===== src/hw/rtl/ccs_pkg.sv =====
`default_nettype none
// ----------------------------------------------------------------------------
// ccs_pkg: shared types and constants for the chat color code stripper
// Holds the transaction payload structs, character codes, the parser phase
// encoding and the command/status bundles between controller and datapath.
// ----------------------------------------------------------------------------
package ccs_pkg;

   // Default capacity of the held byte store.
   localparam int HELD_DEPTH_DEF = 63;

   // Character codes recognized by the parser.
   localparam logic [7:0] CHAR_COLOR     = 8'h03;
   localparam logic [7:0] CHAR_ESC       = 8'h1B;
   localparam logic [7:0] CHAR_BOLD      = 8'h02;
   localparam logic [7:0] CHAR_UNDERLINE = 8'h1F;
   localparam logic [7:0] CHAR_LBRACKET  = 8'h5B;
   localparam logic [7:0] CHAR_M         = 8'h6D;
   localparam logic [7:0] CHAR_COMMA     = 8'h2C;
   localparam logic [7:0] CHAR_ZERO      = 8'h30;
   localparam logic [7:0] CHAR_ONE       = 8'h31;
   localparam logic [7:0] CHAR_SIX       = 8'h36;
   localparam logic [7:0] CHAR_NINE      = 8'h39;

   typedef struct packed {
      logic [7:0] data_byte;
      logic       last_byte;
   } req_type;

   typedef struct packed {
      logic [7:0] out_byte;
      logic       byte_valid;
      logic       line_end;
      logic       held_overflow;
   } rsp_type;

   // Parser phase, one-hot.
   typedef enum logic [6:0] {
      PH_IDLE  = 7'b0000001,
      PH_CC    = 7'b0000010,
      PH_FG1   = 7'b0000100,
      PH_FG2   = 7'b0001000,
      PH_COMMA = 7'b0010000,
      PH_BG1   = 7'b0100000,
      PH_ESC   = 7'b1000000
   } phase_type;

   // Controller state, one-hot.
   typedef enum logic [2:0] {
      ST_RUN  = 3'b001,
      ST_READ = 3'b010,
      ST_SEND = 3'b100
   } ctrl_state_type;

   typedef struct packed {
      logic accept;      // request transaction taken this cycle
      logic flush_read;  // read the held store at the flush index
      logic flush_send;  // load the read byte into the response register
   } cmd_type;

   typedef struct packed {
      logic out_free;      // response register can take a new transaction
      logic flush_needed;  // current request ends a line with held bytes
      logic flush_last;    // flush index points at the final held byte
   } status_type;

endpackage
`default_nettype wire


===== src/hw/rtl/ccs_ctrl.sv =====
`default_nettype none
// ----------------------------------------------------------------------------
// ccs_ctrl: sequencing controller
// Gates the request handshake and steps the datapath through the flush of
// held bytes at the end of a line.
// ----------------------------------------------------------------------------
module ccs_ctrl (
   input  wire                  clock,
   input  wire                  reset,
   input  wire                  req_valid,
   output logic                 req_ready,
   input  ccs_pkg::status_type  status,
   output ccs_pkg::cmd_type     cmd
);

   ccs_pkg::ctrl_state_type state_ff, state_in;

   always_comb begin
      state_in        = state_ff;
      req_ready       = 1'b0;
      cmd             = '0;
      unique case (state_ff)
         ccs_pkg::ST_RUN: begin
            req_ready  = status.out_free;
            cmd.accept = req_valid && status.out_free;
            if (cmd.accept && status.flush_needed) begin
               state_in = ccs_pkg::ST_READ;
            end
         end
         ccs_pkg::ST_READ: begin
            cmd.flush_read = 1'b1;
            state_in       = ccs_pkg::ST_SEND;
         end
         ccs_pkg::ST_SEND: begin
            if (status.out_free) begin
               cmd.flush_send = 1'b1;
               state_in = status.flush_last ? ccs_pkg::ST_RUN : ccs_pkg::ST_READ;
            end
         end
         default: begin
            state_in = ccs_pkg::ST_RUN;
         end
      endcase
   end

   always_ff @(posedge clock) begin
      if (reset) begin
         state_ff <= ccs_pkg::ST_RUN;
      end else begin
         state_ff <= state_in;
      end
   end

endmodule
`default_nettype wire


===== src/hw/rtl/ccs_datapath.sv =====
`default_nettype none
// ----------------------------------------------------------------------------
// ccs_datapath: parser, held byte store and response register
// Classifies each byte, keeps bytes seen inside an open escape sequence and
// presents one response transaction at a time.
// ----------------------------------------------------------------------------
module ccs_datapath #(
   parameter int HELD_DEPTH = ccs_pkg::HELD_DEPTH_DEF
) (
   input  wire                  clock,
   input  wire                  reset,
   input  ccs_pkg::req_type     req_data,
   input  ccs_pkg::cmd_type     cmd,
   output ccs_pkg::status_type  status,
   output ccs_pkg::rsp_type     rsp_data,
   output logic                 rsp_valid,
   input  wire                  rsp_ready,
   input  wire                  csr_wr_en,
   input  wire                  csr_wr_data
);

   localparam int CW = $clog2(HELD_DEPTH + 1);
   localparam int AW = (HELD_DEPTH > 1) ? $clog2(HELD_DEPTH) : 1;

   logic [7:0] held_mem [HELD_DEPTH];

   logic                 strip_ff;
   logic                 escape_wait_ff, escape_wait_in;
   ccs_pkg::phase_type   phase_ff, phase_in;
   logic                 fdl_ff, fdl_in;
   logic [CW-1:0]        count_ff, count_in;
   logic                 ovf_ff, ovf_in;
   logic [CW-1:0]        flush_idx_ff, flush_idx_in;
   logic [7:0]           rd_data_ff;
   ccs_pkg::rsp_type     rsp_ff, rsp_in;
   logic                 rsp_valid_ff, rsp_valid_in;

   logic [7:0] c;
   logic       is_digit, is_low_digit, is_0_to_6;
   logic       consumed, kept, ew_set, kept_out, hold_wr;
   logic       flush_needed;
   ccs_pkg::phase_type filt_phase;
   logic       filt_fdl;

   assign c            = req_data.data_byte;
   assign is_digit     = (c >= ccs_pkg::CHAR_ZERO) && (c <= ccs_pkg::CHAR_NINE);
   assign is_low_digit = (c == ccs_pkg::CHAR_ZERO) || (c == ccs_pkg::CHAR_ONE);
   assign is_0_to_6    = (c >= ccs_pkg::CHAR_ZERO) && (c <= ccs_pkg::CHAR_SIX);

   // Color code and escape parser for one byte.
   always_comb begin
      filt_phase = ccs_pkg::PH_IDLE;
      filt_fdl   = fdl_ff;
      consumed   = 1'b0;
      ew_set     = 1'b0;
      kept       = 1'b0;
      unique case (phase_ff)
         ccs_pkg::PH_CC: begin
            if (is_digit) begin
               filt_fdl   = is_low_digit;
               filt_phase = ccs_pkg::PH_FG1;
               consumed   = 1'b1;
            end
         end
         ccs_pkg::PH_FG1: begin
            if (is_0_to_6 && fdl_ff) begin
               filt_phase = ccs_pkg::PH_FG2;
               consumed   = 1'b1;
            end else if (c == ccs_pkg::CHAR_COMMA) begin
               filt_phase = ccs_pkg::PH_COMMA;
               consumed   = 1'b1;
            end
         end
         ccs_pkg::PH_FG2: begin
            if (c == ccs_pkg::CHAR_COMMA) begin
               filt_phase = ccs_pkg::PH_COMMA;
               consumed   = 1'b1;
            end
         end
         ccs_pkg::PH_COMMA: begin
            if (is_digit) begin
               filt_fdl   = is_low_digit;
               filt_phase = ccs_pkg::PH_BG1;
               consumed   = 1'b1;
            end
         end
         ccs_pkg::PH_BG1: begin
            if (is_0_to_6 && fdl_ff) begin
               consumed = 1'b1;
            end
         end
         ccs_pkg::PH_ESC: begin
            if (c == ccs_pkg::CHAR_LBRACKET) begin
               ew_set   = 1'b1;
               consumed = 1'b1;
            end
         end
         default: begin
         end
      endcase
      // A byte that does not continue a code starts fresh.
      if (!consumed) begin
         if (c == ccs_pkg::CHAR_COLOR) begin
            filt_phase = ccs_pkg::PH_CC;
         end else if (c == ccs_pkg::CHAR_ESC) begin
            filt_phase = ccs_pkg::PH_ESC;
         end else if (!(strip_ff && (c == ccs_pkg::CHAR_BOLD ||
                                     c == ccs_pkg::CHAR_UNDERLINE))) begin
            kept = 1'b1;
         end
      end
   end

   // Next state for an accepted request.
   always_comb begin
      escape_wait_in      = escape_wait_ff;
      phase_in            = phase_ff;
      fdl_in              = fdl_ff;
      count_in            = count_ff;
      ovf_in              = ovf_ff;
      kept_out            = 1'b0;
      hold_wr             = 1'b0;
      flush_needed        = 1'b0;
      if (escape_wait_ff && c == ccs_pkg::CHAR_M) begin
         escape_wait_in = 1'b0;
         phase_in       = ccs_pkg::PH_IDLE;
         fdl_in         = 1'b0;
         count_in       = '0;
         ovf_in         = 1'b0;
      end else begin
         phase_in       = filt_phase;
         fdl_in         = filt_fdl;
         escape_wait_in = escape_wait_ff | ew_set;
         if (kept && escape_wait_in) begin
            if (count_ff < CW'(HELD_DEPTH)) begin
               hold_wr  = 1'b1;
               count_in = count_ff + 1'b1;
            end else begin
               ovf_in = 1'b1;
            end
         end else begin
            kept_out = kept;
         end
      end
      if (req_data.last_byte) begin
         flush_needed   = escape_wait_in && (count_in != '0);
         escape_wait_in = 1'b0;
         phase_in       = ccs_pkg::PH_IDLE;
         fdl_in         = 1'b0;
         if (!flush_needed) begin
            count_in = '0;
            ovf_in   = 1'b0;
         end
      end
   end

   assign status = '{out_free:     !rsp_valid_ff || rsp_ready,
                     flush_needed: flush_needed,
                     flush_last:   (flush_idx_ff == (count_ff - 1'b1))};

   // Response register and flush index.
   always_comb begin
      rsp_in       = rsp_ff;
      rsp_valid_in = rsp_valid_ff && !rsp_ready;
      flush_idx_in = flush_idx_ff;
      if (cmd.accept && (kept_out || (req_data.last_byte && !status.flush_needed))) begin
         rsp_in.out_byte      = kept_out ? c : 8'h00;
         rsp_in.byte_valid    = kept_out;
         rsp_in.line_end      = req_data.last_byte;
         rsp_in.held_overflow = req_data.last_byte && !kept_out && ovf_in;
         rsp_valid_in         = 1'b1;
      end
      if (cmd.flush_send) begin
         rsp_in.out_byte      = rd_data_ff;
         rsp_in.byte_valid    = 1'b1;
         rsp_in.line_end      = status.flush_last;
         rsp_in.held_overflow = ovf_ff;
         rsp_valid_in         = 1'b1;
         flush_idx_in         = status.flush_last ? '0 : flush_idx_ff + 1'b1;
      end
   end

   always_ff @(posedge clock) begin
      if (reset) begin
         strip_ff       <= 1'b1;
         escape_wait_ff <= 1'b0;
         phase_ff       <= ccs_pkg::PH_IDLE;
         fdl_ff         <= 1'b0;
         count_ff       <= '0;
         ovf_ff         <= 1'b0;
         flush_idx_ff   <= '0;
         rsp_valid_ff   <= 1'b0;
      end else begin
         if (csr_wr_en) begin
            strip_ff <= csr_wr_data;
         end
         if (cmd.accept) begin
            escape_wait_ff <= escape_wait_in;
            phase_ff       <= phase_in;
            fdl_ff         <= fdl_in;
            count_ff       <= count_in;
            ovf_ff         <= ovf_in;
         end else if (cmd.flush_send && status.flush_last) begin
            count_ff <= '0;
            ovf_ff   <= 1'b0;
         end
         flush_idx_ff <= flush_idx_in;
         rsp_valid_ff <= rsp_valid_in;
      end
   end

   always_ff @(posedge clock) begin
      rsp_ff <= rsp_in;
   end

   // Held byte store: one write port, one registered read port.
   always_ff @(posedge clock) begin
      if (cmd.accept && hold_wr) begin
         held_mem[count_ff[AW-1:0]] <= c;
      end
      if (cmd.flush_read) begin
         rd_data_ff <= held_mem[flush_idx_ff[AW-1:0]];
      end
   end

   assign rsp_data  = rsp_ff;
   assign rsp_valid = rsp_valid_ff;

endmodule
`default_nettype wire


===== src/hw/rtl/chat_color_code_stripper.sv =====
`default_nettype none
// ----------------------------------------------------------------------------
// chat_color_code_stripper: removes color and escape codes from a text line
// Byte-wide filter with a held byte store for unterminated escape sequences.
// ----------------------------------------------------------------------------
// The block takes one byte of a text line per request transaction and
// returns the bytes that survive filtering as response transactions. Color
// codes (0x03 with up to two foreground and two background digits), ESC and
// ESC-[ ... m sequences are removed, and bold and underline control bytes
// are removed while the csr bit is set (its reset value). Bytes after an
// ESC-[ are held, already filtered, in an internal store of HELD_DEPTH
// entries; an 'm' discards them, and if the line ends first they are sent
// after the last byte. Bytes that do not fit are dropped and the responses
// of that flush carry held_overflow. Every line ends with exactly one
// response that has line_end set; a line with nothing to send yields one
// response with byte_valid clear. Throughput is one byte per clock while
// the response side keeps up; the response register lets a new request be
// taken in the same cycle the previous response is taken. A line end that
// flushes held bytes occupies the block while each held byte in turn goes
// through the registered read of the store before it is loaded into the
// response register; no request is taken during the flush. The
// csr bit may be written only while no line is in progress in the block.
// ----------------------------------------------------------------------------
module chat_color_code_stripper #(
   parameter int HELD_DEPTH = ccs_pkg::HELD_DEPTH_DEF
) (
   input  wire                clock,
   input  wire                reset,
   // Request channel: one text byte per transaction.
   input  wire                req_valid,
   output logic               req_ready,
   input  ccs_pkg::req_type   req_data,
   // Response channel: one kept byte or line end marker per transaction.
   output logic               rsp_valid,
   input  wire                rsp_ready,
   output ccs_pkg::rsp_type   rsp_data,
   // Configuration: strip_bold_underline.
   input  wire                csr_wr_en,
   input  wire                csr_wr_data
);

   ccs_pkg::cmd_type    cmd;
   ccs_pkg::status_type status;

   // The controller owns the handshake and the flush sequence.
   ccs_ctrl u_ctrl (
      .clock     (clock),
      .reset     (reset),
      .req_valid (req_valid),
      .req_ready (req_ready),
      .status    (status),
      .cmd       (cmd)
   );

   // The datapath holds the parser state, the held store and the response.
   ccs_datapath #(
      .HELD_DEPTH (HELD_DEPTH)
   ) u_datapath (
      .clock       (clock),
      .reset       (reset),
      .req_data    (req_data),
      .cmd         (cmd),
      .status      (status),
      .rsp_data    (rsp_data),
      .rsp_valid   (rsp_valid),
      .rsp_ready   (rsp_ready),
      .csr_wr_en   (csr_wr_en),
      .csr_wr_data (csr_wr_data)
   );

endmodule
`default_nettype wire


===== config.mk =====
export PLATFORM = sky130hd
export DESIGN_NAME = chat_color_code_stripper
export DESIGN_NICKNAME = d
export VERILOG_FILES = /design/src/hw/rtl/ccs_pkg.sv /design/src/hw/rtl/ccs_ctrl.sv /design/src/hw/rtl/ccs_datapath.sv /design/src/hw/rtl/chat_color_code_stripper.sv
export SDC_FILE = /design/constraint.sdc
export NUM_CORES = 1
export LEC_CHECK = 0
export BUFFER_PORTS_ARGS = -buffer_cell sky130_fd_sc_hd__buf_2
export CELL_PAD_IN_SITES_DETAIL_PLACEMENT = 2
export CELL_PAD_IN_SITES_GLOBAL_PLACEMENT = 2
export CORE_AREA = 2 2 214 216
export DETAILED_ROUTE_END_ITERATION = 8
export DIE_AREA = 0 0 216 218
export GPL_TIMING_DRIVEN = 0
export PLACE_DENSITY_LB_ADDON = 0.1
export SETUP_SLACK_MARGIN = 0.4
export SYNTH_ARGS = -nofsm -noshare
export SYNTH_HDL_FRONTEND = slang
export SYNTH_HIERARCHICAL = 1
export SYNTH_SLANG_ARGS = --single-unit
export TNS_END_PERCENT = 100

===== constraint.sdc =====
create_clock -name clock -period 4.6 [get_ports clock]
set_clock_uncertainty 0.1 [all_clocks]
set_input_delay 0.23 -clock clock [delete_from_list [all_inputs] [get_ports clock]]
set_output_delay 0.23 -clock clock [all_outputs]
set_load 0.03 [all_outputs]

# After elaboration in Yosys (flattened, before gate mapping)
# Memory sizes are Yosys's and may differ from the RTL's. A register that Yosys moved wholly into a read port is not among the register bits.
# Index checks and enable logic that the tools add are counted.
# totals
register_bits	38
in_bits	15
word_cells	139
ramBits	504
mem_count	1
output_inout_bits	13
# classes
n_addsub	3
magnitude_cmp	4
eq_ne	21
n_reduce_logical	32
mux	64
bitwise_logic	1
# memory_table
name	depth	width	read_ports	rd_clocked_by_memory_dff	write_ports	line_no	text
u_datapath.held_mem	63	8	1	1	1	ccs_datapath.sv:25	logic [7:0] held_mem [HELD_DEPTH];
# op_table
op	n
$mux 6	9
$mux 7	6
$mux 1	38
$pmux 7 s4	1
$eq 8x6->1 const B	3
$mux 11	2
$eq 8x2->1 const B	2
$eq 8x5->1 const B	2
$eq 8x7->1 const B	2
$le 8x6->1 const B	2
$logic_and 1x1->1	16
$add 6x1->6 const B	2
$mux 3	3
$pmux 3 s3	1
$ge 8x6->1 const B	1
$mux 8	1
$eq 7x2->1 const B	1
$eq 7x3->1 const B	1
$eq 7x4->1 const B	1
$eq 7x5->1 const B	1
$eq 7x6->1 const B	1
$eq 7x7->1 const B	1
$eq 6x6->1	1
$lt 6x6->1 const B	1
17 further kinds	26

# Depth between registers and ports, before layout
# Gate-level depths: netlist of run 1.
# depth
ltp_word	19
mapped_depth	12
ltp_nobuf	11

# By module
# Netlist of run 1, hierarchy kept.
# by_module_without_submodules
mod	cells_per_inst	seq_area_each_um2	n_inst	area_per_inst_um2
ccs_datapath	1088	16175.5	1	22052.4
ccs_ctrl	22	60.1	1	198.9

# Least setup slack after synthesis of run 1
# Ideal clock, no wire load.
# synth_timing
path_kind	flip-flop to flip-flop
startpoint	register u_datapath.flush_idx_ff[0]
endpoint	register u_datapath.rd_data_ff[0], read port of u_datapath.held_mem, data pin
setup_time_ns	0.272
synth_period_minus_slack_ns	2.826
required_ns	4.228
slack_ns	1.774
stages_incl_launch_ff	6
path_buffers	2
t_arrival_ns	2.454
path_cell_list	dfxtp_1 -> clkbuf_1 -> clkbuf_1 -> mux4_2 -> mux4_2 -> mux4_2
# synth_rtl
element	line_no	text
start: declaration	ccs_datapath.sv:33	logic [CW-1:0] flush_idx_ff, flush_idx_in;
start signal: assignment	ccs_datapath.sv:207	flush_idx_ff <= flush_idx_in;
end: declaration	ccs_datapath.sv:34	logic [7:0] rd_data_ff;

# Worst setup path after layout of run 1
# layout_timing
startpoint	input req_data[3] (netlist bit)
endpoint	memory u_datapath.held_mem[29][7], enable pin
# layout_via
elab_chain_len	13
word_cells_on_any_way	34
classes_between	order compare: 3; eq/ne: 7; mux: 15; bitwise: 1; reduce/logical: 8
# layout_rtl
element	line_no	text
start: declaration	chat_color_code_stripper.sv:32	input ccs_pkg::req_type req_data,
parallel branches: the longest is 9 deep, another holds $ge 8x6->1	--	
$mux 1 *	ccs_datapath.sv:124	if (escape_wait_ff && c == ccs_pkg::CHAR_M) begin
$logic_and 1x1->1 *	ccs_datapath.sv:218	if (cmd.accept && hold_wr) begin
$mux 1 *	ccs_datapath.sv:218	
$mux 1 (not written as such) *	ccs_datapath.sv:219	held_mem[count_ff[AW-1:0]] <= c;
end: declaration	ccs_datapath.sv:25	
# Every way passes the cells marked *.

==> metrics.yaml, run 1 <==
timing:
  finalSetupViolCount: 0
  fin_crit_sh: 0.930
  hold_viol_final: 0
  tightestPinTransition_ns: 1.21
  setup_ws_ns: 0.322
  rsz0062_at_grt: "true"
  min_period_ns: 4.28
  slew_viol_final: 0
  tns_ns: 0
  max_freq_mhz: 234
  max_slew_margin: 0.193
cts:
  clk_latency_ns: 0.62
  clock_path_buffers: 3
  htree_levels: 2
  clock-sinks: 550
  cts-root-buf: "clkbuf_16"
  cts_tree: "built"
  cts_setup_buffers: 0
  clkTransAtPathRegs_ns: 0.07
  cts_buffers: 56
die:
  ios: 28
  die_w_um: 216
  start_util: 0.496
  core_area_um2: 44900
  die_h_um: 218
  rows: 78
  die-area_um2: 47100
yosys:
  synth_nets: 1128
  netlist_top_cells_area: "edfxtp_1 70%, mux4_2 16%, dfxtp_1 2.5%, nor2_1 1.6%, nand2_1 0.69%"
  synth_top_area_share: 0.704
  netlist_top_cells_count: "522 x edfxtp_1, 160 x mux4_2, 94 x nor2_1, 41 x nand2_1, 28 x dfxtp_1"
  synth.avg_cell_area_um2: 20.0
  syn_area_um2: 22300
  ys_seq_elements: 550
  async_flop_share: 0
  synth_edf_count: 522
  syn_inst: 1110
  synth_seq_area_share: 0.730
  ys_types: 75
  synthFlopType: "edfxtp_1"
  yosys_warnings: 6
  synthMostInstantiatedCell: "edfxtp_1"
  synth.largest_area_cell: "edfxtp_1"
setup_path:
  crit_path_max_incr_delay_ns: 0.86
  rr_endpoint: "u_datapath/held_mem[29][7]"
  crit_fanout: 64
  crit_chain: "buf_4 -> buf_6 -> and4b_1 -> and4_4 -> a211oi_2 -> nand4b_2 -> nor3_1 -> nand3_1 -> nor2_1"
  critPathKind: "primary input to register"
  r2r_start: "u_datapath/phase_ff[4]"
  required_ns: 4.74
  critPathCaptureType: "register"
  crit_arrival_ns: 4.41
  start_kind: "primary input"
  rr_worst_depth: 7
  slowest_stage: "nor2_1"
  r2r_slack_ns: 0.44
flow_run:
  cap_viol_max_count: 0
placed_design:
  post_dp_cell_area_um2: 23100
  numPortBuffers: 27
  place_congestion: 0.790
  post-dp-hpwl_um: 41800
  dp_slack_ns: -0.677
global_routing:
  first_global_vias: 12900
  antenna_found_initial: 2
  track_usage: 0.311
  overflow: 0
  grt_pass1_wl_um: 102000
  grt_max_degree: 71
finish:
  fin_util: 0.560
  fin_area_um2: 25100
  area_delta_synth_final_pct: 12.9
  drive_gt1_frac: 0.271
  final_nets: 1219
detailed_routing:
  dr.first_iter.drc_count: 1287
  routedWlPerCell_um: 38.5
  drt_pass1_iterations: 5
  avgViaCountPerCell: 6.54
  final_antenna_net_count: 0
  remaining_drc_errors: 0
  dr_total_vias: 12100
  wl_um: 71100
power_and_ir_drop:
  p_leak_nw: 7.57
  pwr_density_cell_nw_per_um2: 416
  power.total_mw: 10.5
  peakVddDrop_mv: 0.327
outcome:
  status: "finished clean"
worst_hold_path:
  holdPathStages: 1
  min_to: "u_datapath/held_mem[59][2]"
  min_from: "req_data[3]"
  hold_path.class: "primary input to register"
[stage by stage]
step                      instances  hold slack [ns]
after global routing           1848            0.141
final                          1849            0.126
after detailed placement       1737            0.357
after global placement         1737            0.331
after floorplan                1110            0.207
after CTS                      1848            0.141
[critical path, delay by kind of cell]
family | cells | cell delay, ns
buf+inv | 2 | 0.85
compound gates | 1 | 0.27
simple gates | 6 | 2.96
[worst max path at each step]
stage | from | to | slack [ns] | cells after the start
5_1_grt | req_data[4] | u_datapath/held_mem[24][3] | 0.22 | 9
3_5_place_dp | req_data[8] | u_datapath/held_mem[28][1] | -0.68 | 8
6_report | req_data[3] | u_datapath/held_mem[29][7] | 0.32 | 9
3_3_place_gp | req_data[4] | u_datapath/held_mem[29][2] | -0.28 | 9
4_1_cts | req_data[8] | u_datapath/held_mem[31][3] | 0.39 | 8
2_1_floorplan | u_datapath/flush_idx_ff[0] | u_datapath/rd_data_ff[0] | 1.77 | 5
[registers in the layout (all words and copies together), names as in the netlist]
signal,count
u_datapath/phase_ff,7
u_datapath/ovf_ff,1
u_datapath/rd_data_ff,8
u_datapath/flush_idx_ff,6
u_datapath/rsp_valid,1
u_datapath/fdl_ff,1
u_datapath/escape_wait_ff,1
u_datapath/count_ff,6
u_datapath/rsp_data,11
u_datapath/held_mem,504
u_datapath/strip_ff,1
u_ctrl/state_ff,3
[cells in the final DEF (no fill, tap or decap), types with 9 or more instances in the layout]
cell type	n
edfxtp_1	522
clkinv_1	11
o21ai_0	15
buf_4	14
mux2i_1	10
buf_2	29
xor2_1	9
nor2_2	10
clkinv_2	9
clkbuf_16	58
buf_1	14
nand2_1	41
clkbuf_1	39
mux4_2	160
nor3_1	14
a21oi_1	14
dfxtp_1	28
nor2_1	85
nand3_1	14
[routing by layer]
metal | up-vias | wire length [um] | global-route usage
met1 | 6645 | 28700 | 0.419
met4 | 4 | 2390 | 0.102
met2 | 548 | 35600 | 0.521
li1 | 4747 | - | -
met5 | - | 28 | 0
met3 | 146 | 4390 | 0.0559
[power breakdown]
part	total [mW]	switching (mW)	internal [mW]
clock network	4.79	2.02	2.77
registers	5.48	0.00226	5.48
logic	0.178	0.146	0.0318
[repair_timing]
item | in CTS | in global routing
endpoints found under the hold margin | 9 | 0
hold buffers | 6 | 0
resized for setup | 9 | 8
endpoints found under the setup margin | 496 | 108
[kinds of logic (layout without fill, tap and decap cells)]
group           count (synthesis)  after routing  synth area share
compound gates                 73             73            0.0255
xor+xnor                       14             14           0.00551
fa+ha+maj                       3              3           0.00169
buf+inv                        72            210            0.0176
flops                         550            550             0.730
mux                           170            170             0.166
other cells                     0              1                 0
simple gates                  228            228            0.0536
[layout make-up]
cell class | instances | area (um2)
Timing Repair Buffer | 33 | 215
Inverter | 9 | 33.8
Tap cell | 600 | 751
Sequential cell | 550 | 16200
Buffer | 63 | 358
Fill cell | 3770 | 19800
Multi-Input combinational cell | 488 | 5650
Clock buffer | 75 | 1530
Antenna cell | 1 | 2.50
Clock inverter | 30 | 354
(Power assumes the default switching activity.)
==> run 2: changes to the inputs <==
==> constraint.sdc (replaced) <==
create_clock -name clock -period 4.6 [get_ports clock]
set_clock_uncertainty 0.1 [all_clocks]
set_input_delay 0 -clock clock [delete_from_list [all_inputs] [get_ports clock]]
set_output_delay 0 -clock clock [all_outputs]
set_load 0.03 [all_outputs]
==> metrics.yaml, run 2 (same netlist as run 1, synthesis figures left out) <==
outcome:
  status: "finished clean"
power_and_ir_drop:
  p_leak_nw: 7.73  # +2.0%
  p_seq_frac: 0.521  # -0.004
  p_clk_frac: 0.458  # about the same
  intPower_mw: 8.31  # +0.29%
  p_comb_frac: 0.021  # +0.004
  p_sw_mw: 2.21  # +2.0%
  peakVddDrop_mv: 0.327  # about the same
  pwr_density_cell_nw_per_um2: 413  # -0.64%
  p_sw_frac: 0.210  # +0.00286
  power.total_mw: 10.5  # +0.66%
detailed_routing:
  remaining_drc_errors: 0  # unchanged
  final_antenna_net_count: 0  # unchanged
  dr_total_vias: 12400  # +2.5%
  routedWlPerCell_um: 39.6  # +2.9%
  wl_um: 74100  # +4.1%
  dr.first_iter.drc_count: 1549  # +20%
  avgViaCountPerCell: 6.62  # +1.3%
  drt_pass1_iterations: 5  # unchanged
cts:
  cts-root-buf: "clkbuf_16"
  cts_buffers: 56  # unchanged
  cts_tree: "built"
  clock_path_buffers: 3  # unchanged
  clkTransAtPathRegs_ns: 0.06  # about the same
  clock-sinks: 550  # unchanged
  htree_levels: 2  # unchanged
  clk_latency_ns: 0.62  # about the same
finish:
  fin_util: 0.567  # +0.00730
  final_nets: 1239  # +1.6%
  drive_gt1_frac: 0.268  # -0.00269
  mostFrequentLayoutCell: "edfxtp_1"
  fin_area_um2: 25500  # +1.3%
  nFillCells: 3756  # -0.37%
  area_delta_synth_final_pct: 14.4
  regArea_um2: 16200  # unchanged
  most-common-layout-cells: "522 x edfxtp_1, 160 x mux4_2, 91 x nor2_1, 58 x clkbuf_16, 41 x nand2_1"
  fin_cells: 1870  # +1.1%
  multi_input_area_um2: 5640  # -0.27%
  largest_reg_flops: 504  # unchanged
die:
  start_util: 0.496  # unchanged
  core_area_um2: 44900  # unchanged
  die_w_um: 216  # unchanged
  rows: 78  # unchanged
  die-area_um2: 47100  # unchanged
  ios: 28  # unchanged
  die_h_um: 218  # unchanged
placed_design:
  post_dp_cell_area_um2: 23100  # unchanged
  place_congestion: 0.790  # unchanged
  numPortBuffers: 27  # unchanged
  placed_cells: 1737  # unchanged
  post-dp-hpwl_um: 41800  # unchanged
flow_run:
  cap_viol_max_count: 0  # unchanged
setup_path:
  critPathCaptureType: "register"
  start_kind: "primary input"
  crit_arrival_ns: 4.29  # -0.12 ns
  critPathKind: "primary input to register"
  rr_worst_depth: 7  # unchanged
  crit_fanout: 10  # -84%
  required_ns: 4.74  # about the same
timing:
  tightestPinTransition_ns: 1.18  # -0.0310 ns
  finalSetupViolCount: 0  # unchanged
  rsz0062_at_grt: "true"
  slew_viol_final: 0  # unchanged
  min_period_ns: 4.15  # -0.130 ns
  hold_viol_final: 0  # unchanged
  whs_ns: 0.0595  # -0.0664 ns
  fin_crit_sh: 0.902  # -0.0283
  max_slew_margin: 0.213  # +0.0207
  max_freq_mhz: 241  # +3.1%
global_routing:
  grt_pass1_wl_um: 105000  # +3.3%
  track_usage: 0.324  # +0.0131
  overflow: 0  # unchanged
  antenna_found_initial: 5  # +3
  first_global_vias: 13000  # +0.95%
  grt_max_degree: 64  # -9.9%
worst_hold_path:
  holdPathStages: 3  # +2
  hold_path.class: "primary input to register"
==> run 2: final cells by class <==
| cell class | count | share of cell area |
|---|---|---|
| tap | 600 | 0.0295 |
| inverter | 9 | 0.00133 |
| antenna | 2 | 0.000197 |
| clock inverter | 30 | 0.0139 |
| multi-input combinational | 488 | 0.221 |
| buffer | 63 | 0.0141 |
| sequential | 550 | 0.638 |
| timing repair buffer | 53 | 0.0218 |
| clock buffer | 75 | 0.0599 |
==> run 2: critical path: stages <==
cell and delay, ns:
dlygate4sd3_1 0.55, buf_4 0.20, buf_4 0.20, nand4bb_1 0.20, a311oi_2 0.13, o211ai_1 0.40, nand4b_2 0.31, nor3_1 0.77
nand3_1 0.61, nor2_1 0.87
==> run 2: through the flow <==
step           setup WS, ns  setup TNS (ns)
2_1_floorplan          1.77               0
5_1_grt               0.343               0
4_1_cts               0.504               0
6_report              0.452               0
3_3_place_gp        -0.0492           -2.03
3_5_place_dp         -0.447         -101.86
==> run 2: repair_timing <==
item,in CTS,in global routing
setup endpoints to repair,326,37
setup buffers,0,0
hold endpoints to repair,491,0
hold buffers,26,0
gates resized for setup,8,3
==> run 2: layer usage <==
layer	wire, um	global-route usage	vias up
met4	3110	0.118	6
li1	-	-	4795
met3	6090	0.0700	194
met1	28700	0.438	6701
met5	39	0	-
met2	36100	0.526	691
==> run 2: power by group through the flow <==
stage | Sequential (mW) | Combinational [mW] | Clock, mW
3_5_place_dp | 5.59 | 0.174 | 0
5_1_grt | 5.48 | 0.235 | 5.05
6_report | 5.48 | 0.224 | 4.82
3_3_place_gp | 5.59 | 0.159 | 0
2_1_floorplan | 5.60 | 0.0388 | 0
4_1_cts | 5.48 | 0.222 | 4.87
==> run 2: worst paths after layout <==
path | from | endpoint | slack [ns]
worst max-delay path | req_data[5] | u_datapath/held_mem[29][7] | 0.45
worst min-delay path | csr_wr_en | u_datapath/strip_ff | 0.06
worst max register to register | u_datapath/phase_ff[4] | u_datapath/held_mem[29][7] | 0.50
worst min register to register | u_datapath/ovf_ff | u_datapath/ovf_ff | 0.39
